## config.mk

```make
export PLATFORM = sky130hd
export DESIGN_NAME = mpid_cell
export DESIGN_NICKNAME = d
export VERILOG_FILES = /design/src/hdl/masked_pattern_instruction_decoder_macros.svh /design/src/hdl/mpid_pkg.sv /design/src/hdl/mpid_cell.sv
export SDC_FILE = /design/constraint.sdc
export NUM_CORES = 1
export LEC_CHECK = 0
export ABC_AREA = 1
export BUFFER_PORTS_ARGS = -buffer_cell sky130_fd_sc_hd__buf_2
export CAP_MARGIN = 10
export CELL_PAD_IN_SITES_DETAIL_PLACEMENT = 1
export CELL_PAD_IN_SITES_GLOBAL_PLACEMENT = 2
export CORE_MARGIN = 3
export CORE_UTILIZATION = 37
export DETAILED_ROUTE_END_ITERATION = 10
export GPL_ROUTABILITY_DRIVEN = 0
export PLACE_DENSITY_LB_ADDON = 0.1
export SYNTH_ARGS = -nofsm -noshare
export SYNTH_HDL_FRONTEND = slang
export SYNTH_SLANG_ARGS = --single-unit
```

## constraint.sdc

```tcl
create_clock -name clk -period 2.8 [get_ports clk]
set_input_delay 0.56 -clock clk [delete_from_list [all_inputs] [get_ports clk]]
set_output_delay 0.56 -clock clk [all_outputs]
set_load 0.05 [all_outputs]
```

## src/hdl/masked_pattern_instruction_decoder_macros.svh

```systemverilog
// assertion macros shared by the decoder rtl
`ifndef MASKED_PATTERN_INSTRUCTION_DECODER_MACROS_SVH
`define MASKED_PATTERN_INSTRUCTION_DECODER_MACROS_SVH

`ifndef SYNTH
// checked outside reset
`define MPID_ASSERT(lbl, clk, rst_n, prop, msg) \
    lbl: assert property (@(posedge clk) disable iff (!rst_n) prop) else $error(msg);
// checked at every edge, reset included
`define MPID_ASSERT_ALWAYS(lbl, clk, prop, msg) \
    lbl: assert property (@(posedge clk) prop) else $error(msg);
`else
`define MPID_ASSERT(lbl, clk, rst_n, prop, msg)
`define MPID_ASSERT_ALWAYS(lbl, clk, prop, msg)
`endif

`endif

```

## src/hdl/mpid_pkg.sv

```systemverilog
package mpid_pkg;

    localparam int SLOT_W = 6;
    localparam int WORD_W = 32;
    localparam int IDX_W  = 10;

    typedef enum logic {
        OP_LOAD   = 1'b0,
        OP_DECODE = 1'b1
    } op_t;

    // token moving down the chain
    // load:   a = mask, b = value, c = index
    // decode: a = word, b = best mask so far, c = best index so far
    typedef struct packed {
        logic              vld;
        op_t               op;
        logic [SLOT_W-1:0] slot;
        logic              ev;
        logic [WORD_W-1:0] a;
        logic [WORD_W-1:0] b;
        logic [IDX_W-1:0]  c;
        logic              found;
    } tok_t;

endpackage

```

## src/hdl/mpid_cell.sv

```systemverilog
module mpid_cell #(
    parameter int POS = 0
) (
    input  logic            clk,
    input  logic            rst_n,
    input  logic            adv,
    input  mpid_pkg::tok_t  tok_in,
    output mpid_pkg::tok_t  tok_out
);

    logic                          pat_vld_reg;
    logic                          pat_vld_next;
    logic [mpid_pkg::WORD_W-1:0]   pat_mask_reg;
    logic [mpid_pkg::WORD_W-1:0]   pat_mask_next;
    logic [mpid_pkg::WORD_W-1:0]   pat_value_reg;
    logic [mpid_pkg::WORD_W-1:0]   pat_value_next;
    logic [mpid_pkg::IDX_W-1:0]    pat_index_reg;
    logic [mpid_pkg::IDX_W-1:0]    pat_index_next;

    logic                          tok_vld_reg;
    logic                          tok_vld_next;
    mpid_pkg::tok_t                tok_reg;
    mpid_pkg::tok_t                tok_next;

    logic                          slot_hit;
    logic                          match;

    assign slot_hit = (32'(tok_in.slot) == 32'(POS));
    assign match    = pat_vld_reg
                    && ((tok_in.a & pat_mask_reg) == pat_value_reg)
                    && (!tok_in.found || (pat_mask_reg > tok_in.b));

    always_comb
    begin
        pat_vld_next   = pat_vld_reg;
        pat_mask_next  = pat_mask_reg;
        pat_value_next = pat_value_reg;
        pat_index_next = pat_index_reg;
        tok_next       = tok_in;
        tok_vld_next   = tok_in.vld;
        if (tok_in.vld)
        begin
            unique case (tok_in.op)
                mpid_pkg::OP_LOAD:
                begin
                    if (slot_hit)
                    begin
                        pat_vld_next = tok_in.ev;
                        if (tok_in.ev)
                        begin
                            pat_mask_next  = tok_in.a;
                            pat_value_next = tok_in.b;
                            pat_index_next = tok_in.c;
                        end
                    end
                end
                mpid_pkg::OP_DECODE:
                begin
                    if (match)
                    begin
                        tok_next.found = 1'b1;
                        tok_next.b     = pat_mask_reg;
                        tok_next.c     = pat_index_reg;
                    end
                end
                default:
                begin
                    tok_next = tok_in;
                end
            endcase
        end
    end

    always_ff @(posedge clk or negedge rst_n)
    begin
        if (!rst_n)
        begin
            pat_vld_reg <= 1'b0;
            tok_vld_reg <= 1'b0;
        end
        else if (adv)
        begin
            pat_vld_reg <= pat_vld_next;
            tok_vld_reg <= tok_vld_next;
        end
    end

    always_ff @(posedge clk)
    begin
        if (adv)
        begin
            pat_mask_reg  <= pat_mask_next;
            pat_value_reg <= pat_value_next;
            pat_index_reg <= pat_index_next;
            tok_reg       <= tok_next;
        end
    end

    always_comb
    begin
        tok_out     = tok_reg;
        tok_out.vld = tok_vld_reg;
    end

endmodule

```

== Word-level counts from Yosys, hierarchy flattened ==
Index checks and enable logic that the tools add are counted.
Storage, ports and cells
  bits in registers: 159
  bits of input ports: 87
  output and inout port bits: 84
  logic and storage cells: 26
Cells by class
  order comparisons: 1
  equal/unequal tests: 1
  muxes and demuxes: 3
  bitwise logic cells: 2
  reduce and logical (&&, ||, !) cells: 7
Operator list (number)
  two-way mux 43 bit: 3
  AND 32 bit: 1
  == test 32 bit: 1
  > comparator 32 bit: 1
  logical NOT 6 bit: 1
  AND reduction 5 bit: 1
  AND reduction 4 bit: 1
  logical AND 1 bit: 2
  logical NOT 1 bit: 1
  logical OR 1 bit: 1
  inverter 1 bit: 1

== Logic depth before layout (Yosys ltp) ==
Gate-level depths: netlist of run 1.
  depth after elaboration: 7
  mapped depth: 19
  gate-level depth less buffers: 18

== Worst setup path after synthesis of run 1 ==
No wires, ideal clock.
  kind: input port to flip-flop
  from: input port tok_in[78] (netlist name)
  to: register pat_index_reg[0] (netlist name), enable pin
  library setup time: 0.597 ns
  arrival time: 6.051 ns
  data required time: 2.203 ns
  setup slack: -3.849 ns
  stages: 2
  path buffers: 0
  cell sequence: or3_1 -> nor3_1
Between the ends
  longest elaborated chain between the ends: 2
RTL lines
  start: declaration: RTL line mpid_cell.sv:7  | input mpid_pkg::tok_t tok_in,
  logical NOT 6 bit: RTL line mpid_cell.sv:28  | assign slot_hit = (32'(tok_in.slot) == 32'(POS));
  AND reduction 5 bit (no line)
  end signal: assignment: RTL line mpid_cell.sv:94  | pat_index_reg <= pat_index_next;
  end: declaration: RTL line mpid_cell.sv:17  | logic [mpid_pkg::IDX_W-1:0] pat_index_reg;
No other way between the ends.
A chain may end at the register's enable or synchronous reset.

==> flow_metrics.py, run 1 <==
metrics = {
    "power_and_ir_drop": {
        "p_seq_frac": 0.490,
        "vdd.ir_drop.worst_v": 0.000399,
        "power.switching_fraction": 0.283,
        "p_comb_frac": 0.127,
        "power.static_leakage_uw": 0.00376,
        "p_sw_uw": 1590,
        "clockPowerShare": 0.383,
        "power.density_cell_area_nw_per_um2": 651,
        "power_uw": 5620,
        "cellInternalPower_uw": 4030,
    },
    "yosys": {
        "synth_cell_types": 35,
        "synth_warnings": 0,
        "seq_area_frac_synth": 0.690,
        "synth_cells": 560,
        "synth_area_um2": 6910,
        "postSynthNetCount": 679,
        "mean_post_synth_cell_area_um2": 12.3,
        "postSynthRegisterBits": 159,
    },
    "die": {
        "starting_density_of_the_core": 0.381,
        "core_region_area_um2": 18100,
        "floorplan.rows": 49,
        "die-height_um": 143,
        "ios": 171,
        "die_width_um": 143,
        "die_area_um2": 20300,
    },
    "drt": {
        "antenna_violating_nets_post_route": 0,
        "drt-vias-per-instance": 4.92,
        "dr.pass1.iters": 4,
        "drt-total-wl_um": 18900,
        "remaining_drc_errors": 0,
        "dr.first_iter.drc_count": 269,
        "wl_per_cell_um": 19.1,
        "vias": 4884,
    },
    "clocking": {
        "cts_inserted_buffers": 17,
        "clock_sinks": 159,
        "cts.htree.levels": 4,
        "post_cts_resized": 0,
        "tritoncts_clock_tree": "done",
        "cts_post_setup_buffers_inserted": 0,
        "root_buffer": "clkbuf_16",
        "clk-insertion-delay-late_ns": 0.43,
        "clk_pin_slew_ns": 0.07,
        "clockBufferDepth": 2,
    },
    "cells_and_area": {
        "finish.instance_area_um2": 8640,
        "final.fill_count": 1979,
        "finalCoreUtilization": 0.476,
        "antenna_cells_inserted": 0,
        "design.final.nets": 869,
        "area.sequential_um2": 4760,
        "drive_gt1_frac": 0.299,
        "multi_input_comb_area_um2": 1870,
        "largest_register_ffs": 83,
        "areaGrowthSynthToFinish_pct": 25.1,
    },
    "critical_path": {
        "timing.critical_path.to_type": "flip-flop",
        "crit_path_start_kind": "flip-flop",
        "crit_path_max_fanout": 34,
        "reg2reg_slack_ns": 0.51,
        "critPathArrivalTime_ns": 2.47,
        "timing.critical_path.required_ns": 2.98,
        "setup.worst_path.class": "flip-flop to flip-flop",
        "rr_worst_depth": 13,
    },
    "placement": {
        "detailed_place.area_um2": 8090,
        "hpwlAfterDp_um": 13800,
        "numPortBuffers": 170,
        "placement.setup.worst_slack_ns": 0.200,
    },
    "sta": {
        "post-route-min-period_ns": 2.29,
        "setup-tns-final_ns": 0,
        "drv_slew": 0,
        "timing.slew.headroom": 0.577,
        "max_freq_mhz": 436,
        "endpoints_failing_setup": 0,
        "layout_worst_path_cycle_share": 0.819,
        "timing.final.hold_violations": 0,
        "fin_ws_ns": 0.508,
        "finClkSkew_ns": 0.0106,
        "setup_repair_after_global_routing_missed_its_margin": "false",
        "worst_pin_slew_ns": 0.635,
    },
    "global_routing": {
        "grt_start_max_net_pins": 43,
        "gr-total-overflow": 0,
        "number_of_antenna_violations_at_the_first_check_in_global_routing": 1,
        "globalRouteTotalUtil": 0.190,
        "first_pass_grt_wire_length_um": 29300,
        "first_global_vias": 5250,
    },
    "flow_run": {
        "drv.max_cap_violation_count": 0,
    },
    "status": {
        "run_status": "finished clean",
    },
    "hold_path": {
        "timing.hold.worst.class": "input pin to flip-flop",
        "worstHoldPathCells": 1,
    },
}
==> layout make-up <==
cell class	count	area share
timing repair buffer	184	0.117
sequential	159	0.551
tap	229	0.0332
clock buffer	17	0.0492
multi-input combinational	343	0.217
inverter	45	0.0195
clock inverter	15	0.0129
==> per-stage QoR <==
step | cells | hold WS (ns)
2_1_floorplan | 560 | 0.264
5_1_grt | 992 | 0.310
4_1_cts | 992 | 0.307
3_3_place_gp | 959 | 0.347
6_report | 992 | 0.332
3_5_place_dp | 959 | 0.347
==> critical path: stages, from the launching register on <==
cell and delay (ns):
edfxtp_1 0.43, ha_1 0.32, nand2_1 0.08, nor2_1 0.17, nand2_1 0.13, nor2_1 0.15, nand2_1 0.07, nand2_1 0.05
nand2_1 0.07, nand2_2 0.10, nand2_4 0.11, buf_12 0.20, nand2_1 0.08, nand2_1 0.06
==> repair_timing <==
item | 4_1_cts | 5_1_grt
hold endpoints to repair | 2 | 0
hold buffers | 1 | 0
setup endpoints to repair | 0 | 0
==> cells in the mapped netlist (all sizes together) <==
library cell	number	area share
nand2	172	0.095
edfxtp	157	0.68
nand3	48	0.036
inv	45	0.024
ha	32	0.058
nor2	21	0.014
a21oi	15	0.011
buf	13	0.017
o21ai	12	0.0092
xnor2	10	0.013
nor3	8	0.0072
xor2	6	0.0076
or2	5	0.0045
nand4	4	0.0036
dfrtp	2	0.0072
o21a	2	0.0022
a21o	1	0.0011
and3	1	0.00091
mux2	1	0.0016
nand3b	1	0.0011
nor4	1	0.00091
o211ai	1	0.0011
o31ai	1	0.0011
or3	1	0.00091
==> worst paths after layout <==
path | end | from
worst max-delay path | tok_out[10] | pat_mask_reg[31]
worst min-delay path | tok_out[77] | tok_in[77]
worst max register to register | tok_out[10] | pat_mask_reg[31]
worst min register to register | pat_vld_reg | pat_vld_reg
max in group asynchronous | pat_vld_reg | rst_n
min in group asynchronous | tok_vld_reg | rst_n
==> kinds of logic (layout without fill, tap and decap cells) <==
logic type,Yosys count,after routing,share of synthesized area
AND/OR/NAND/NOR,262,262,0.163
flip-flops,159,159,0.690
buffers and inverters,58,261,0.0415
adder cells (fa/ha/maj),32,32,0.0580
AO/OA/AOI/OAI,32,32,0.0255
XOR/XNOR,16,16,0.0203
multiplexers,1,1,0.00163
==> power groups by stage <==
stage / registers [uW] / logic [uW] / clock network, uW
finish: 2750 / 714 / 2160
global route: 2760 / 764 / 2310
CTS: 2760 / 723 / 2220
detailed placement: 2810 / 719 / 0
global placement: 2800 / 708 / 0
floorplan: 3150 / 114 / 0
==> cells in the final DEF (no fill, tap or decap), types with 3 or more instances in the layout <==
cell type   Yosys  final
a21oi_1        15     15
buf_12          0      4
buf_2           4    169
buf_4           1     10
clkbuf_16       0     17
clkinvlp_4      0      5
edfxtp_1      157    157
ha_1           32     32
inv_1          43     43
inv_6           0      5
nand2_1       170    170
nand3_1        47     47
nand4_1         4      4
nor2_1         20     20
nor3_1          6      5
o21ai_0         4      4
o21ai_1         7      7
or2_2           3      3
xnor2_1        10     10
xor2_1          6      6
==> layer usage <==
layer	global-route usage	vias up	part of all wire
met4	0.0405	2	0.0070
met2	0.326	127	0.50
li1	-	2325	-
met5	0	-	0.00069
met1	0.247	2418	0.45
met3	0.0442	12	0.043
No activity file was read; power rests on OpenSTA's default activity.
==> inputs of run 2 (changes only) <==
--- a/config.mk
+++ b/config.mk
@@ -11,7 +11,7 @@
 export CELL_PAD_IN_SITES_DETAIL_PLACEMENT = 1
 export CELL_PAD_IN_SITES_GLOBAL_PLACEMENT = 2
 export CORE_MARGIN = 3
-export CORE_UTILIZATION = 37
+export CORE_UTILIZATION = 31
 export DETAILED_ROUTE_END_ITERATION = 10
 export GPL_ROUTABILITY_DRIVEN = 0
 export PLACE_DENSITY_LB_ADDON = 0.1
==> constraint.sdc (replaced) <==
create_clock -name clk -period 2 [get_ports clk]
set_input_delay 0.4 -clock clk [delete_from_list [all_inputs] [get_ports clk]]
set_output_delay 0.4 -clock clk [all_outputs]
set_load 0.05 [all_outputs]
==> flow_metrics.py, run 2 (synthesis results as in run 1) <==
metrics = {
    "status": {
        "run_status": "complete, but fails checks",
        "failed_checks": "setup timing",
    },
    "global_routing": {
        "first_pass_grt_wire_length_um": 30600,
        "grt_start_max_net_pins": 85,
        "gr-total-overflow": 0,
        "first_global_vias": 5545,
        "number_of_antenna_violations_at_the_first_check_in_global_routing": 1,
        "globalRouteTotalUtil": 0.167,
    },
    "critical_path": {
        "critPathArrivalTime_ns": 2.43,
        "timing.critical_path.to_type": "flip-flop",
        "crit_path_start_kind": "flip-flop",
        "timing.critical_path.required_ns": 2.18,
        "crit_path_max_fanout": 6,
        "setup.worst_path.class": "flip-flop to flip-flop",
    },
    "placement": {
        "hpwlAfterDp_um": 14500,
        "numPortBuffers": 170,
    },
    "clocking": {
        "cts_inserted_buffers": 17,
        "cts.htree.levels": 4,
        "tritoncts_clock_tree": "done",
        "root_buffer": "clkbuf_16",
        "clk-insertion-delay-late_ns": 0.43,
        "clk_pin_slew_ns": 0.07,
        "clock_sinks": 159,
        "clockBufferDepth": 2,
    },
    "cells_and_area": {
        "drive_gt1_frac": 0.474,
        "antenna_cells_inserted": 0,
        "design.final.nets": 958,
        "areaGrowthSynthToFinish_pct": 44.2,
        "most_common_cell_after_layout_fill_and_taps_aside": "buf_2",
        "layout.cells.most_common_list": "buf_2, edfxtp_1, nand2_1",
        "largest_register_ffs": 83,
    },
    "flow_run": {
        "drv.max_cap_violation_count": 0,
    },
    "sta": {
        "setup-tns-final_ns": -9.20,
        "post-route-min-period_ns": 2.25,
        "timing.final.hold_violations": 0,
        "layout_worst_path_cycle_share": 1.13,
        "setup_repair_after_global_routing_missed_its_margin": "true",
        "endpoints_failing_setup": 42,
        "max_freq_mhz": 444,
        "drv_slew": 0,
        "worst_pin_slew_ns": 0.495,
        "timing.slew.headroom": 0.670,
        "finClkSkew_ns": 0.00808,
        "fin_ws_ns": -0.250,
    },
    "power_and_ir_drop": {
        "power.density_cell_area_nw_per_um2": 825,
        "power_uw": 8220,
        "vdd.ir_drop.worst_v": 0.000499,
        "power.static_leakage_uw": 0.00430,
    },
    "die": {
        "starting_density_of_the_core": 0.322,
        "floorplan.rows": 53,
        "ios": 171,
        "die_width_um": 155,
        "die-height_um": 155,
        "die_area_um2": 24100,
        "core_region_area_um2": 21500,
    },
    "drt": {
        "wl_per_cell_um": 18.5,
        "dr.pass1.iters": 6,
        "remaining_drc_errors": 0,
        "drt-vias-per-instance": 4.61,
        "vias": 5201,
        "antenna_violating_nets_post_route": 0,
        "drt-total-wl_um": 20900,
        "dr.first_iter.drc_count": 191,
    },
    "hold_path": {
        "timing.hold.worst.class": "input pin to flip-flop",
    },
}
[run 2: cell types whose count changed in the layout (fill, tap and decap cells not counted), sizes merged]
cell      change
clkinvlp      -2
inv           +2
buf          +86
bufinv        +1
clkinv        -1
clkbuf        +3
[run 2: final cells by class]
cell class | count | area, um2
Fill cell | 2352 | 11500
Sequential cell | 159 | 4760
Multi-Input combinational cell | 343 | 2290
Timing Repair Buffer | 273 | 1810
Clock buffer | 17 | 425
Tap cell | 275 | 344
Inverter | 45 | 169
Clock inverter | 15 | 149
[run 2: layer usage]
metal / up-vias / GRT usage / wire length (um)
met1: 2554 / 0.218 / 9170
met2: 126 / 0.282 / 10500
met5: - / 0 / 13
met3: 12 / 0.0389 / 1080
li1: 2507 / - / -
met4: 2 / 0.0454 / 133
[run 2: power by group]
part           total (uW)  switching (uW)  internal, uW  leakage, uW
clock                3210            1460          1750     0.000276
sequential           3860            39.3          3820      0.00150
combinational        1150             819           333      0.00252
[run 2: what timing repair did]
action,CTS,global route
endpoints found under the hold margin,2,0
gates cloned,1,3
gates resized for setup,7,106
buffers inserted,3,6
pin swaps,6,13
setup endpoints to repair,42,42
hold buffers,1,0
[run 2: path summary, 6_finish.rpt]
kind                                  start          end  slack, ns  cells past startpoint
hold reg to reg                 pat_vld_reg  pat_vld_reg       0.52                      2
setup / recovery           pat_mask_reg[20]  tok_out[12]      -0.25                     13
min in group asynchronous             rst_n  tok_vld_reg       0.28                      2
hold / removal                   tok_in[79]  tok_out[79]       0.17                      1
max in group asynchronous             rst_n  pat_vld_reg       1.62                      2
setup reg to reg           pat_mask_reg[20]  tok_out[12]      -0.25                     13
[run 2: stage by stage]
| step | setup WS (ns) | hold slack, ns | std cells | area [um2] | utilization |
|---|---|---|---|---|---|
| floorplan | -1.05 | 0.104 | 560 | 6920 | - |
| global placement | -0.396 | 0.186 | 1081 | 8760 | 0.408 |
| detailed placement | -0.465 | 0.188 | 1081 | 8760 | 0.408 |
| CTS | -0.256 | 0.136 | 1118 | 9410 | 0.438 |
| global route | -0.380 | 0.140 | 1127 | 9960 | 0.463 |
| finish | -0.250 | 0.170 | 1127 | 9960 | 0.463 |
[run 2: critical path: stages, from the launching register on]
cell and delay (ns):
edfxtp_1 0.42, ha_1 0.31, nand2_1 0.09, nor2_4 0.11
nand4_1 0.17, nor2_4 0.16, nand2_1 0.06, nand2_1 0.07
nand2_2 0.07, nand2_4 0.09, nand2_8 0.11, clkbuf_16 0.21
nand2_2 0.06, nand2_1 0.05
==> inputs of run 3 (changes only) <==
--- a/config.mk
+++ b/config.mk
@@ -10,8 +10,9 @@
 export CAP_MARGIN = 10
 export CELL_PAD_IN_SITES_DETAIL_PLACEMENT = 1
 export CELL_PAD_IN_SITES_GLOBAL_PLACEMENT = 2
+export CORE_ASPECT_RATIO = 0.9
 export CORE_MARGIN = 3
-export CORE_UTILIZATION = 31
+export CORE_UTILIZATION = 35
 export DETAILED_ROUTE_END_ITERATION = 10
 export GPL_ROUTABILITY_DRIVEN = 0
 export PLACE_DENSITY_LB_ADDON = 0.1
==> constraint.sdc (replaced) <==
create_clock -name clk -period 2.47 [get_ports clk]
set_input_delay 0.494 -clock clk [delete_from_list [all_inputs] [get_ports clk]]
set_output_delay 0.494 -clock clk [all_outputs]
set_load 0.05 [all_outputs]
==> flow_metrics.py, run 3 (synthesis results as in run 1) <==
metrics = {
    "placement": {
        "post-place-cells": 978,
        "numPortBuffers": 170,
        "hpwlAfterDp_um": 13000,
    },
    "critical_path": {
        "crit_family": "simple AND/OR/NAND/NOR gates",
        "crit_end": "tok_out[12]",
        "critical_path.reg2reg.startpoint": "pat_mask_reg[5]",
        "cp_max_stage_delay_ns": 0.42,
        "worst-path-stages": 14,
        "crit_path_max_fanout": 20,
        "cp_slowest_cell": "edfxtp_1",
        "crit_path_start_kind": "flip-flop",
        "timing.critical_path.required_ns": 2.65,
        "reg2reg_slack_ns": 0.27,
        "worstPathCellList": "ha_1 > a21oi_1 > nor2_1 > nor2_1 > nand2_1 > nand2_1 > nand2_1 > nand2_1 > nand2_1 > nand2_1 > nand2_2 > buf_4 > nand3_1 > nand2_1",
        "timing.critical_path.to_type": "flip-flop",
        "critical_path.most_common_cell": "nand2_1",
        "cp_num_buf_inv": 1,
        "timing.critical_path.from": "pat_mask_reg[5]",
        "critPathArrivalTime_ns": 2.38,
        "setup.worst_path.class": "flip-flop to flip-flop",
        "worstReg2RegEnd": "tok_out[12]",
        "rr_worst_depth": 14,
    },
    "global_routing": {
        "number_of_antenna_violations_at_the_first_check_in_global_routing": 2,
        "grt_start_max_net_pins": 75,
        "first_pass_grt_wire_length_um": 28300,
        "globalRouteTotalUtil": 0.173,
        "gr-total-overflow": 0,
        "first_global_vias": 5105,
    },
    "clocking": {
        "cts_hold_buffers": 1,
        "post_cts_resized": 0,
        "root_buffer": "clkbuf_16",
        "cts_post_setup_buffers_inserted": 0,
        "clock_sinks": 159,
        "clk_pin_slew_ns": 0.07,
        "clk-insertion-delay-late_ns": 0.43,
        "clockBufferDepth": 2,
        "cts_inserted_buffers": 17,
        "cts.htree.levels": 4,
        "tritoncts_clock_tree": "done",
    },
    "cells_and_area": {
        "area.sequential_um2": 4760,
        "design.final.nets": 867,
        "multi_input_comb_area_um2": 1870,
        "final_cells": 1011,
        "final.fill_count": 2092,
        "largest_register_ffs": 83,
        "areaGrowthSynthToFinish_pct": 25.5,
        "most_common_cell_after_layout_fill_and_taps_aside": "nand2_1",
        "drive_gt1_frac": 0.296,
        "layout.cells.most_common_list": "nand2_1, buf_2, edfxtp_1",
    },
    "power_and_ir_drop": {
        "clockPowerShare": 0.398,
        "power_uw": 6520,
        "power.static_leakage_uw": 0.00378,
        "p_comb_frac": 0.123,
        "power.density_cell_area_nw_per_um2": 752,
        "p_seq_frac": 0.478,
        "cellInternalPower_uw": 4760,
        "vdd.ir_drop.worst_v": 0.000450,
        "p_sw_uw": 1760,
        "power.switching_fraction": 0.270,
    },
    "hold_path": {
        "hold_path_startpoint": "tok_in[6]",
        "timing.hold.worst.class": "input pin to flip-flop",
    },
    "sta": {
        "layout_worst_path_cycle_share": 0.890,
        "worst_pin_slew_ns": 0.616,
        "timing.slew.headroom": 0.589,
        "endpoints_failing_setup": 0,
        "timing.final.hold_violations": 0,
        "max_freq_mhz": 455,
        "setup-tns-final_ns": 0,
        "drv_slew": 0,
        "fin_worst_hold_slack_ns": 0.259,
        "finClkSkew_ns": 0.0112,
        "post-route-min-period_ns": 2.20,
        "setup_repair_after_global_routing_missed_its_margin": "false",
    },
    "drt": {
        "remaining_drc_errors": 0,
        "antenna_violating_nets_post_route": 0,
        "wl_per_cell_um": 18.1,
        "dr.pass1.iters": 4,
        "dr.first_iter.drc_count": 191,
        "vias": 4779,
        "drt-total-wl_um": 18300,
        "drt-vias-per-instance": 4.73,
    },
    "die": {
        "die-height_um": 139,
        "ios": 171,
        "core_region_area_um2": 19300,
        "floorplan.rows": 48,
        "die_area_um2": 21500,
        "die_width_um": 154,
        "starting_density_of_the_core": 0.358,
    },
    "flow_run": {
        "drv.max_cap_violation_count": 0,
    },
    "status": {
        "run_status": "finished clean",
    },
}
[run 3: changes by cell type in the layout (fill, tap and decap cells not counted), sizes merged, moves of 2 or more]
cell    delta
inv        -4
buf       -88
clkinv     +2
clkbuf     -2
[run 3: layout make-up]
| type | instances | area share |
|---|---|---|
| multi-input combinational | 343 | 0.216 |
| clock buffer | 18 | 0.0495 |
| clock inverter | 13 | 0.0159 |
| sequential | 159 | 0.549 |
| timing repair buffer | 182 | 0.113 |
| tap | 250 | 0.0361 |
| antenna | 1 | 0.000289 |
| inverter | 45 | 0.0195 |
[run 3: power by group through the flow]
| stage | Sequential, uW | Clock [uW] | Combinational (uW) |
|---|---|---|---|
| 2_1_floorplan | 3570 | 0 | 129 |
| 3_3_place_gp | 3180 | 0 | 802 |
| 3_5_place_dp | 3180 | 0 | 813 |
| 4_1_cts | 3130 | 2680 | 815 |
| 5_1_grt | 3130 | 2770 | 859 |
| 6_report | 3120 | 2600 | 804 |
[run 3: metrics by stage]
| stage | utilization | area [um2] | worst slack (ns) |
|---|---|---|---|
| final | 0.450 | 8670 | 0.271 |
| after CTS | 0.450 | 8670 | 0.240 |
| after floorplan | - | 6920 | -0.675 |
| after detailed placement | 0.420 | 8090 | -0.0135 |
| after global placement | 0.420 | 8090 | 0.0372 |
| after global routing | 0.450 | 8670 | 0.0200 |
[run 3: worst min path at each step]
stage	end	depth (start not counted)
finish	pat_index_reg[5]	1
global route	tok_out[75]	1
CTS	tok_out[75]	1
detailed placement	tok_vld_reg	1
global placement	tok_vld_reg	1
floorplan	pat_vld_reg	0
[run 3: per-layer routing]
| metal | wire length [um] | global-route usage | vias up | part of all wire |
|---|---|---|---|---|
| li1 | - | - | 2318 | - |
| met1 | 8350 | 0.234 | 2300 | 0.46 |
| met2 | 8560 | 0.277 | 136 | 0.47 |
| met3 | 1090 | 0.0463 | 23 | 0.060 |
| met4 | 231 | 0.0483 | 2 | 0.013 |
| met5 | 13 | 0 | - | 0.00071 |
